[src/rtl/cbad_pkg.sv]
// Shared types and constants for the console bus address decoder.
package cbad_pkg;

  // Access kinds carried in the input item.
  typedef enum logic [2:0] {
    KIND_CPU_READ  = 3'd0,
    KIND_CPU_WRITE = 3'd1,
    KIND_CPU_PEEK  = 3'd2,
    KIND_PPU_READ  = 3'd3,
    KIND_PPU_WRITE = 3'd4,
    KIND_PPU_PEEK  = 3'd5
  } kind_e;

  // Devices an access can reach.
  typedef enum logic [3:0] {
    TGT_RAM     = 4'd0,
    TGT_PPUREG  = 4'd1,
    TGT_CTRL    = 4'd2,
    TGT_APU     = 4'd3,
    TGT_DMA     = 4'd4,
    TGT_PRGRAM  = 4'd5,
    TGT_PRGROM  = 4'd6,
    TGT_MAPPER  = 4'd7,
    TGT_NONE    = 4'd8,
    TGT_CHRRAM  = 4'd9,
    TGT_CHRROM  = 4'd10,
    TGT_VRAM    = 4'd11
  } target_e;

  // Configuration register indexes.
  typedef enum logic [2:0] {
    CFG_PRG_BANK_LOW  = 3'd0,
    CFG_PRG_BANK_HIGH = 3'd1,
    CFG_CHR_BANK_LOW  = 3'd2,
    CFG_CHR_BANK_HIGH = 3'd3,
    CFG_CHR_IS_RAM    = 3'd4,
    CFG_PRG_ROM_UNITS = 3'd5,
    CFG_NT_MODE       = 3'd6
  } cfg_idx_e;

  localparam int unsigned CfgIdxW  = 3;
  localparam int unsigned CfgDataW = 8;
  localparam int unsigned OffsetW  = 23;

  // Nametable mirroring modes (other codes: no mirroring).
  localparam logic [1:0] NT_HORIZONTAL = 2'd0;
  localparam logic [1:0] NT_VERTICAL   = 2'd1;

  typedef struct packed {
    logic [2:0]  kind;
    logic [15:0] bus_address;
    logic [7:0]  write_byte;
  } in_item_t;

  typedef struct packed {
    target_e             target;
    logic [OffsetW-1:0]  offset;
    logic [7:0]          data_out;
  } out_item_t;

  typedef struct packed {
    logic [7:0] prg_bank_low;
    logic [7:0] prg_bank_high;
    logic [7:0] chr_bank_low;
    logic [7:0] chr_bank_high;
    logic       chr_is_ram;
    logic [7:0] prg_rom_units;
    logic [1:0] nametable_mode;
  } cfg_t;

endpackage

[src/rtl/console_bus_address_decoder.sv]
// Top level of the console bus address decoder: item pipeline and config registers.
//
// Input channel (in_valid_i / in_stall_o / in_item_i) carries one CPU or PPU
// bus access per item: kind, 16-bit address and write byte.
// Output channel (out_valid_o / out_stall_i / out_item_o) returns one item per
// access: target device, offset within it and the write byte for writes.
// Items move on a rising edge with valid high and stall low.
// Pipeline: input register -> decode logic -> output register. An accepted item
// is held in the input register and its decoded result is loaded into the output
// register when that one is empty or drained; throughput is one item per cycle
// without stalls, set by the single pass through the decode between the registers.
// When the receiver stalls, the output item holds; the input register still
// drains into the output register whenever that one is empty, so the input is
// stalled only when both registers hold items and the output is stalled.
// Config writes (cfg_we_i, cfg_index_i, cfg_data_i) are registered; an index past
// the last register is ignored. The user must make writes only while idle;
// the block does not enforce it. Reset empties both stages and restores the config
// defaults: banks 0, CHR ROM, one 16 KB PRG unit, no nametable mirroring.
module console_bus_address_decoder import cbad_pkg::*; #(
  parameter int unsigned HEADER_BYTES = 16
) (
  input  logic                clk_i,
  input  logic                rst_ni,
  input  logic                in_valid_i,
  output logic                in_stall_o,
  input  in_item_t            in_item_i,
  output logic                out_valid_o,
  input  logic                out_stall_i,
  output out_item_t           out_item_o,
  input  logic                cfg_we_i,
  input  logic [CfgIdxW-1:0]  cfg_index_i,
  input  logic [CfgDataW-1:0] cfg_data_i
);

  cfg_t      cfg_q;
  in_item_t  in_q;
  logic      in_valid_q;
  out_item_t out_q, out_d;
  logic      out_valid_q;
  logic      out_load, in_load;

  // Config registers
  always_ff @(posedge clk_i or negedge rst_ni) begin
    if (!rst_ni) begin
      cfg_q.prg_bank_low   <= 8'd0;
      cfg_q.prg_bank_high  <= 8'd0;
      cfg_q.chr_bank_low   <= 8'd0;
      cfg_q.chr_bank_high  <= 8'd0;
      cfg_q.chr_is_ram     <= 1'b0;
      cfg_q.prg_rom_units  <= 8'd1;
      cfg_q.nametable_mode <= 2'd2;
    end else if (cfg_we_i) begin
      unique case (cfg_idx_e'(cfg_index_i))
        CFG_PRG_BANK_LOW:  cfg_q.prg_bank_low   <= cfg_data_i;
        CFG_PRG_BANK_HIGH: cfg_q.prg_bank_high  <= cfg_data_i;
        CFG_CHR_BANK_LOW:  cfg_q.chr_bank_low   <= cfg_data_i;
        CFG_CHR_BANK_HIGH: cfg_q.chr_bank_high  <= cfg_data_i;
        CFG_CHR_IS_RAM:    cfg_q.chr_is_ram     <= cfg_data_i[0];
        CFG_PRG_ROM_UNITS: cfg_q.prg_rom_units  <= cfg_data_i;
        CFG_NT_MODE:       cfg_q.nametable_mode <= cfg_data_i[1:0];
        default: ;
      endcase
    end
  end

  // Stage handshake: output register loads when empty or being drained
  assign out_load   = !out_valid_q || !out_stall_i;
  assign in_stall_o = in_valid_q && !out_load;
  assign in_load    = in_valid_i && !in_stall_o;

  always_ff @(posedge clk_i or negedge rst_ni) begin
    if (!rst_ni) begin
      in_valid_q  <= 1'b0;
      out_valid_q <= 1'b0;
    end else begin
      if (!in_stall_o) begin
        in_valid_q <= in_valid_i;
      end
      if (out_load) begin
        out_valid_q <= in_valid_q;
      end
    end
  end

  always_ff @(posedge clk_i) begin
    if (in_load) begin
      in_q <= in_item_i;
    end
    if (out_load && in_valid_q) begin
      out_q <= out_d;
    end
  end

  cbad_decode #(
    .HEADER_BYTES(HEADER_BYTES)
  ) u_decode (
    .item_i  (in_q),
    .cfg_i   (cfg_q),
    .result_o(out_d)
  );

  assign out_valid_o = out_valid_q;
  assign out_item_o  = out_q;

endmodule

[src/rtl/cbad_decode.sv]
// Combinational CPU and PPU address map decode for one bus access.
module cbad_decode import cbad_pkg::*; #(
  parameter int unsigned HEADER_BYTES = 16
) (
  input  in_item_t  item_i,
  input  cfg_t      cfg_i,
  output out_item_t result_o
);

  localparam logic [OffsetW-1:0] HdrOff = OffsetW'(HEADER_BYTES);

  logic [15:0]        a;
  logic [13:0]        pa;
  logic [11:0]        nt_rel;
  logic [11:0]        nt_mir;
  logic [OffsetW-1:0] prg_low_off, prg_high_off;
  logic [OffsetW-1:0] chr_base, chr_low_off, chr_high_off;

  target_e            cpu_tgt, ppu_tgt, tgt;
  logic [OffsetW-1:0] cpu_off, ppu_off, off;
  logic               ppu_peek;

  assign a  = item_i.bus_address;
  assign pa = a[13:0];

  // ROM offsets into the cartridge image, header included
  assign prg_low_off  = HdrOff + {1'b0, cfg_i.prg_bank_low, a[13:0]};
  assign prg_high_off = HdrOff + {1'b0, cfg_i.prg_bank_high, a[13:0]};
  assign chr_base     = HdrOff + {1'b0, cfg_i.prg_rom_units, 14'd0};
  assign chr_low_off  = chr_base + {3'd0, cfg_i.chr_bank_low, pa[11:0]};
  assign chr_high_off = chr_base + {3'd0, cfg_i.chr_bank_high, pa[11:0]};

  // Nametable mirroring, applied on peeks below 0x3000 only
  assign nt_rel = pa[11:0];
  always_comb begin
    if (cfg_i.nametable_mode == NT_HORIZONTAL) begin
      nt_mir = {nt_rel[11], 1'b0, nt_rel[9:0]};
    end else if (cfg_i.nametable_mode == NT_VERTICAL) begin
      nt_mir = {1'b0, nt_rel[10:0]};
    end else begin
      nt_mir = nt_rel;
    end
  end

  // Plain CPU map (peeks and fall-through)
  always_comb begin
    cpu_tgt = TGT_NONE;
    cpu_off = '0;
    priority if (a < 16'h2000) begin
      cpu_tgt = TGT_RAM;
      cpu_off = OffsetW'(a[10:0]);
    end else if (a < 16'h4000) begin
      cpu_tgt = TGT_PPUREG;
      cpu_off = OffsetW'(a[2:0]);
    end else if (a == 16'h4016) begin
      cpu_tgt = TGT_CTRL;
    end else if (a < 16'h4018) begin
      cpu_tgt = TGT_APU;
      cpu_off = OffsetW'(a[4:0]);
    end else if (a >= 16'h6000 && a < 16'h8000) begin
      cpu_tgt = TGT_PRGRAM;
      cpu_off = OffsetW'(a[12:0]);
    end else if (a >= 16'h8000 && a < 16'hC000) begin
      cpu_tgt = TGT_PRGROM;
      cpu_off = prg_low_off;
    end else if (a >= 16'hC000) begin
      cpu_tgt = TGT_PRGROM;
      cpu_off = prg_high_off;
    end else begin
      cpu_tgt = TGT_NONE;
    end
  end

  // PPU map, address already folded to 14 bits
  assign ppu_peek = (item_i.kind == KIND_PPU_PEEK);
  always_comb begin
    ppu_tgt = TGT_VRAM;
    ppu_off = OffsetW'(pa);
    priority if (pa < 14'h2000 && cfg_i.chr_is_ram) begin
      ppu_tgt = TGT_CHRRAM;
    end else if (pa < 14'h1000) begin
      ppu_tgt = TGT_CHRROM;
      ppu_off = chr_low_off;
    end else if (pa < 14'h2000) begin
      ppu_tgt = TGT_CHRROM;
      ppu_off = chr_high_off;
    end else if (pa < 14'h3F00) begin
      if (ppu_peek && pa < 14'h3000) begin
        ppu_off = OffsetW'({2'b10, nt_mir});
      end
    end else begin
      // palette mirrored every 32 bytes
      ppu_off = OffsetW'({9'h1F8, pa[4:0]});
    end
  end

  always_comb begin
    tgt = TGT_NONE;
    off = '0;
    unique case (kind_e'(item_i.kind))
      KIND_CPU_READ: begin
        priority if (a >= 16'h2000 && a < 16'h4000) begin
          tgt = TGT_PPUREG;
          off = OffsetW'(a[2:0]);
        end else if (a == 16'h4016 || a == 16'h4017) begin
          tgt = TGT_CTRL;
          off = OffsetW'(a[0]);
        end else if (a >= 16'h4000 && a <= 16'h4018) begin
          tgt = TGT_APU;
          off = OffsetW'(a[4:0]);
        end else begin
          tgt = cpu_tgt;
          off = cpu_off;
        end
      end
      KIND_CPU_WRITE: begin
        priority if (a >= 16'h2000 && a < 16'h4000) begin
          tgt = TGT_PPUREG;
          off = OffsetW'(a[2:0]);
        end else if (a == 16'h4014) begin
          tgt = TGT_DMA;
        end else if (a == 16'h4016) begin
          tgt = TGT_CTRL;
        end else if (a >= 16'h4000 && a <= 16'h4018) begin
          tgt = TGT_APU;
          off = OffsetW'(a[4:0]);
        end else if (a >= 16'h8000) begin
          tgt = TGT_MAPPER;
          off = OffsetW'(a[14:0]);
        end else begin
          tgt = cpu_tgt;
          off = cpu_off;
        end
      end
      KIND_CPU_PEEK: begin
        tgt = cpu_tgt;
        off = cpu_off;
      end
      KIND_PPU_READ, KIND_PPU_PEEK: begin
        tgt = ppu_tgt;
        off = ppu_off;
      end
      KIND_PPU_WRITE: begin
        // writes to CHR ROM are dropped
        if (pa < 14'h2000 && !cfg_i.chr_is_ram) begin
          tgt = TGT_NONE;
        end else begin
          tgt = ppu_tgt;
          off = ppu_off;
        end
      end
      default: begin
        tgt = TGT_NONE;
      end
    endcase
  end

  assign result_o.target   = tgt;
  assign result_o.offset   = off;
  assign result_o.data_out = (item_i.kind == KIND_CPU_WRITE || item_i.kind == KIND_PPU_WRITE)
                             ? item_i.write_byte : 8'd0;

endmodule

[config.mk]
export PLATFORM = sky130hd
export DESIGN_NAME = console_bus_address_decoder
export DESIGN_NICKNAME = d
export VERILOG_FILES = /design/src/rtl/cbad_pkg.sv /design/src/rtl/console_bus_address_decoder.sv /design/src/rtl/cbad_decode.sv
export SDC_FILE = /design/constraint.sdc
export NUM_CORES = 1
export LEC_CHECK = 0
export BUFFER_PORTS_ARGS = -buffer_cell sky130_fd_sc_hd__buf_2
export CORE_MARGIN = 2
export CORE_UTILIZATION = 58
export CTS_CLUSTER_DIAMETER = 100
export DETAILED_ROUTE_END_ITERATION = 7
export PLACE_DENSITY_LB_ADDON = 0.15
export SYNTH_ARGS = -nofsm -noshare
export SYNTH_HDL_FRONTEND = slang
export SYNTH_SLANG_ARGS = --single-unit
[constraint.sdc]
create_clock -name clk_i -period 4.15 [get_ports clk_i]
set_clock_uncertainty 0.1 [all_clocks]
set_input_delay 0.415 -clock clk_i [delete_from_list [all_inputs] [get_ports clk_i]]
set_output_delay 0.415 -clock clk_i [all_outputs]
set_load 0.02 [all_outputs]
==> results of run 1 <==
## Yosys cell counts (10+ instances only)
cell type and count:
ha_1 15, xnor2_1 15, xor2_1 19, inv_1 14
nand2b_1 10, o21ai_0 30, nand3_1 28, and2_1 11
dfrtp_1 43, mux2_2 43, nand2_1 38, edfxtp_1 62
clkbuf_1 14, nor2_1 40, a21oi_1 37, nor3_1 14
## per-stage QoR
step	hold WS [ns]	instances	power, W	utilization
after detailed placement	0.388	764	0.00220	0.641
after CTS	0.0918	780	0.00287	0.661
after floorplan	0.0194	571	0.00197	-
final	0.0845	780	0.00288	0.661
after global placement	0.369	764	0.00218	0.641
after global routing	0.0894	780	0.00302	0.661
## registers in the layout (all words and copies together), names as in the netlist
register / cells
out_valid_o: 1
in_valid_q: 1
cfg_q: 43
in_q: 27
out_item_o: 35
## worst max-delay path by stage
stage,startpoint,end
after floorplan,out_valid_o,out_item_o[0]
after global placement,in_q[13],out_item_o[22]
after detailed placement,in_q[13],out_item_o[22]
after CTS,in_q[13],out_item_o[22]
after global routing,in_q[13],out_item_o[22]
final,in_q[13],out_item_o[22]
## final cells by class
type / count / area share
Timing Repair Buffer: 82 / 0.0618
Clock buffer: 9 / 0.0183
Inverter: 14 / 0.00777
Sequential cell: 107 / 0.442
Clock inverter: 7 / 0.0122
Multi-Input combinational cell: 425 / 0.433
Tap cell: 136 / 0.0251
## layout by cell type, fill, tap and decap left out, types with 3 or more instances in the layout
| master | instances |
|---|---|
| nor4_1 | 6 |
| nand3_1 | 28 |
| nor2_1 | 40 |
| clkbuf_8 | 9 |
| a21boi_0 | 3 |
| o21bai_1 | 3 |
| a211o_1 | 3 |
| and2_1 | 11 |
| nand2_1 | 38 |
| o211ai_1 | 3 |
| ha_1 | 15 |
| a22oi_1 | 3 |
| a31oi_1 | 3 |
| buf_2 | 79 |
| xnor2_1 | 15 |
| nand4_1 | 8 |
| a21oi_1 | 37 |
| nor2b_1 | 6 |
| nor3b_1 | 3 |
| and3_1 | 8 |
| buf_4 | 3 |
| mux2_2 | 43 |
| or2_2 | 4 |
| nand2b_1 | 10 |
| o21a_1 | 4 |
| xor2_1 | 19 |
| edfxtp_1 | 62 |
| o22ai_1 | 9 |
| inv_6 | 3 |
| o21ai_0 | 30 |
| o221ai_1 | 6 |
| dfrtp_1 | 43 |
| inv_1 | 14 |
| a21o_1 | 9 |
| o31ai_1 | 3 |
| nand4b_1 | 3 |
| mux2i_1 | 5 |
| nor3_1 | 14 |
## power by group
part           switching [W]  internal, W
sequential          0.000146      0.00129
clock               0.000388     0.000290
combinational       0.000428     0.000333
total               0.000961      0.00191
## logic make-up after synthesis
| logic type | synth area share |
|---|---|
| AO/OA/AOI/OAI | 0.143 |
| flip-flops | 0.492 |
| XOR/XNOR | 0.0490 |
| buffers and inverters | 0.0274 |
| AND/OR/NAND/NOR | 0.169 |
| multiplexers | 0.0880 |
| adder cells (fa/ha/maj) | 0.0309 |
## layer usage
metal | wire [um] | vias to the layer above | global-route usage | part of all wire
met2 | 6950 | 263 | 0.416 | 0.44
met5 | 0 | - | 0 | 0
met1 | 7060 | 2428 | 0.442 | 0.45
met4 | 327 | 0 | 0.0949 | 0.021
li1 | - | 2269 | - | -
met3 | 1390 | 30 | 0.0595 | 0.089
## critical path, stage by stage (launching register included)
cell,delay [ns]
edfxtp_1,0.65
ha_1,0.32
nand3_1,0.29
nor2_1,0.52
nand3_1,0.15
xor2_1,0.31
a221oi_1,0.14
a21oi_1,0.18
o31ai_1,0.11
==> flow_summary.yaml, run 1 <==
floorplan:
  die-area_um2: 11300
  start_util: 0.594
  fp.dieH_um: 106
  pin_count: 80
  coreArea_um2: 10200
  chipWidth_um: 106
  rows: 37
placement:
  dp_slack_ns: 1.20
  hpwl_mm: 11.6
  place.gp.congestion: 0.922
  dpl_cell_area_um2: 6560
  portBuffers: 79
synth:
  synth.area.top_cells: "edfxtp_1, dfrtp_1, mux2_2, ha_1, a21oi_1"
  synth-seq-cells: 107
  synthFlopType: "edfxtp_1"
  syn_area_per_cell_um2: 10.6
  yosysTopAreaCellShare: 0.306
  synth_nets: 629
  yosys.area.top_type: "edfxtp_1"
  synth_edf_count: 62
  ys_seq_area_frac: 0.492
  async_reset_ff_frac: 0.421
  synth_cell_types: 65
  syn_area_um2: 6070
  netlist_instances: 571
  yosysWarnings: 0
final_layout:
  ff_latch_area_um2: 2990
  antennaDiodeCount: 0
  fillCellCount: 820
  multiInputGateArea_um2: 2930
  drive_gt1_frac: 0.244
  area_growth_syn_to_layout_pct: 11.4
  fin_nets: 697
  design_area_um2: 6770
cts:
  clockBufferDepth: 2
  clock-sinks: 107
  cts_hold_buf: 0
  post_cts_buffers: 0
  cts_resized: 0
  cts-root-buf: "clkbuf_8"
  htreeDepth: 3
  numCtsBuffers: 9
  cts_tree: "built"
  clkTransAtPathRegs_ns: 0.12
  insertion_delay_ns: 0.38
detailed_routing:
  ant_nets: 0
  wl_mm: 15.7
  drtIter0Drc: 465
  drc: 0
  routed_via_density: 6.40
  first_pass_iters: 5
  routedWlPerCell_um: 20.2
  vias: 4990
sta:
  period_needed_ns: 3.04
  slew-limit-headroom: 0.248
  hold_viol: 0
  final.period_utilization: 0.734
  rsz0062_at_grt: "false"
  setup_slack_ns: 1.11
  slew_violations: 0
  fmax_mhz: 328
  worst_pin_slew_ns: 1.13
  setup_viol: 0
  finalSetupTns_ns: 0
critical_path:
  critical_path_required_ns: 4.17
  crit_arrival_ns: 3.06
  end_kind: "flip-flop"
  start_kind: "flip-flop"
  r2r_cells: 8
  worstPathMaxFanout: 12
  reg2reg_to: "out_item_o[22]"
  r2r_slack_ns: 1.11
  path_class: "flip-flop to flip-flop"
  reg2reg_from: "in_q[13]"
global_routing:
  antenna_found_initial: 0
  grt_pass1_vias: 4740
  grt_usage: 0.290
  grt.overflow.total: 0
  grt_pass1_wl_mm: 25.0
  grt_max_degree: 46
power:
  powerDensity_nw_per_um2: 425
  power_leakage_nw: 2.69
  peakVddDrop_mv: 0.297
run:
  max-cap-violations: 0
min_path:
  hold_path_class: "primary input to async pin"
run_status:
  status: "completed"
Power figures use the tool's default switching activity.
==> run 2: changes to the inputs <==
==> constraint.sdc (replaced) <==
create_clock -name clk_i -period 3.1 [get_ports clk_i]
set_clock_uncertainty 0.1 [all_clocks]
set_input_delay 0.31 -clock clk_i [delete_from_list [all_inputs] [get_ports clk_i]]
set_output_delay 0.31 -clock clk_i [all_outputs]
set_load 0.02 [all_outputs]
==> run 2 against run 1 <==
  * Count of clock-buffer cells in the layout is 1 higher
  * Critical path depth grew 1
  * Setup slack worse by 0.79 ns
  * Non-clock buffer count rose by 49
  * Flip-flop and latch count unchanged
  * Die area did not move
  * Clock power is 33% higher
  * Hold slack worse by 0.012 ns
  * Critical endpoint is now out_item_o[14]
==> flow_summary.yaml, run 2 (synthesized netlist as in run 1, its figures left out) <==
run_status:
  status: "completed"
global_routing:
  grt_pass1_vias: 4861
  grt_pass1_wl_mm: 26.1
  grt_usage: 0.304
  grt.overflow.total: 0
  grt_max_degree: 46
  antenna_found_initial: 0
final_layout:
  antennaDiodeCount: 0
  largest_reg_flops: 43
  regMostFlops: "cfg_q"
  final_core_util: 0.705
  fin_nets: 746
  drive_gt1_frac: 0.257
  final_common_cell: "buf_2"
  area_growth_syn_to_layout_pct: 18.7
  layout_common_cells: "buf_2, edfxtp_1, mux2_2, dfrtp_1, nor2_1"
floorplan:
  start_util: 0.594
  die-area_um2: 11300
  coreArea_um2: 10200
  chipWidth_um: 106
  fp.dieH_um: 106
  rows: 37
  pin_count: 80
sta:
  slew_violations: 0
  rsz0062_at_grt: "false"
  fmax_mhz: 359
  setup_viol: 0
  worst_pin_slew_ns: 0.980
  finalSetupTns_ns: 0
  period_needed_ns: 2.79
  slew-limit-headroom: 0.347
  final.period_utilization: 0.898
  hold_viol: 0
detailed_routing:
  first_pass_iters: 5
  routed_via_density: 6.11
  routedWlPerCell_um: 19.7
  ant_nets: 0
  vias: 5062
  drc: 0
  wl_mm: 16.3
  drtIter0Drc: 448
power:
  p_int_w: 0.00258
  power_leakage_nw: 2.92
  clkPwrFrac: 0.232
  p_seq_frac: 0.489
  peakVddDrop_mv: 0.634
  powerDensity_nw_per_um2: 537
  comb_power_share: 0.279
  p_switching_w: 0.00130
  switching_share: 0.335
  finalPower_w: 0.00387
placement:
  hpwl_mm: 11.6
  place.gp.congestion: 1.00
  portBuffers: 79
critical_path:
  reg2reg_to: "out_item_o[14]"
  path_class: "flip-flop to flip-flop"
  r2r_slack_ns: 0.31
  crit_arrival_ns: 2.82
  reg2reg_from: "in_q[13]"
  worstPathMaxFanout: 12
  start_kind: "flip-flop"
  r2r_cells: 9
  critical_path_required_ns: 3.13
  end_kind: "flip-flop"
run:
  max-cap-violations: 0
cts:
  insertion_delay_ns: 0.41
  clock-sinks: 107
  htreeDepth: 3
  clkTransAtPathRegs_ns: 0.12
  clockBufferDepth: 2
  cts_tree: "built"
  post_cts_buffers: 0
  numCtsBuffers: 9
  cts-root-buf: "clkbuf_8"
min_path:
  hold_depth: 2
  worst_hold_path.endpoint: "out_valid_o"
  hold_path_class: "primary input to flip-flop"
  hp-start: "out_stall_i"
run 2: critical path, cell delays in order (launching register included):
cell and delay, ns:
edfxtp_1 0.57, inv_1 0.16, ha_1 0.21, and4b_1 0.25, nand4_1 0.25, nor3_2 0.24, nor4_1 0.08, o21a_1 0.21
a21oi_4 0.27, o221ai_1 0.19
run 2: worst max path at each step:
stage	slack, ns	cells after the start	startpoint	end
4_1_cts	0.28	9	in_q[13]	out_item_o[14]
3_5_place_dp	0.30	9	in_q[13]	out_item_o[14]
6_report	0.31	9	in_q[13]	out_item_o[14]
2_1_floorplan	0.35	1	out_valid_o	out_item_o[0]
5_1_grt	0.06	9	in_q[13]	out_item_o[14]
3_3_place_gp	0.38	9	in_q[13]	out_item_o[16]
run 2: cell type report:
cell class / count / area [um^2]
clock buffers: 10 / 149
repair buffers: 131 / 858
fillers: 738 / 3020
flip-flops and latches: 107 / 2990
clock inverters: 6 / 57.6
inverters: 14 / 52.6
well taps: 136 / 170
multi-input cells: 425 / 2930
run 2: metrics by stage:
stage | setup WS, ns | hold slack (ns) | instances | instance area [um^2]
final | 0.315 | 0.0729 | 829 | 7210
after global routing | 0.0608 | 0.0654 | 829 | 7210
after detailed placement | 0.296 | 0.377 | 784 | 6710
after CTS | 0.277 | 0.0466 | 829 | 7210
after global placement | 0.383 | 0.372 | 784 | 6710
after floorplan | 0.354 | -0.0856 | 571 | 6070
run 2: routing by layer:
metal | wire [um] | GRT usage | share of wire | up-vias
met2 | 7230 | 0.448 | 0.44 | 257
li1 | - | - | - | 2360
met3 | 1450 | 0.0791 | 0.089 | 31
met4 | 361 | 0.116 | 0.022 | 0
met5 | 0 | 0 | 0 | -
met1 | 7260 | 0.433 | 0.45 | 2414
run 2: power by group through the flow:
stage / Clock (W) / Sequential [W] / Combinational (W)
after floorplan: 0 / 0.00193 / 0.000703
after global placement: 0 / 0.00191 / 0.00101
after detailed placement: 0 / 0.00192 / 0.00103
after CTS: 0.000908 / 0.00189 / 0.00106
after global routing: 0.000963 / 0.00192 / 0.00119
final: 0.000900 / 0.00190 / 0.00108
run 2: repair_timing:
item / CTS / global route
endpoints found under the hold margin: 71 / 0
hold buffers: 29 / 0
gates resized for setup: 0 / 1
endpoints found under the setup margin: 0 / 3
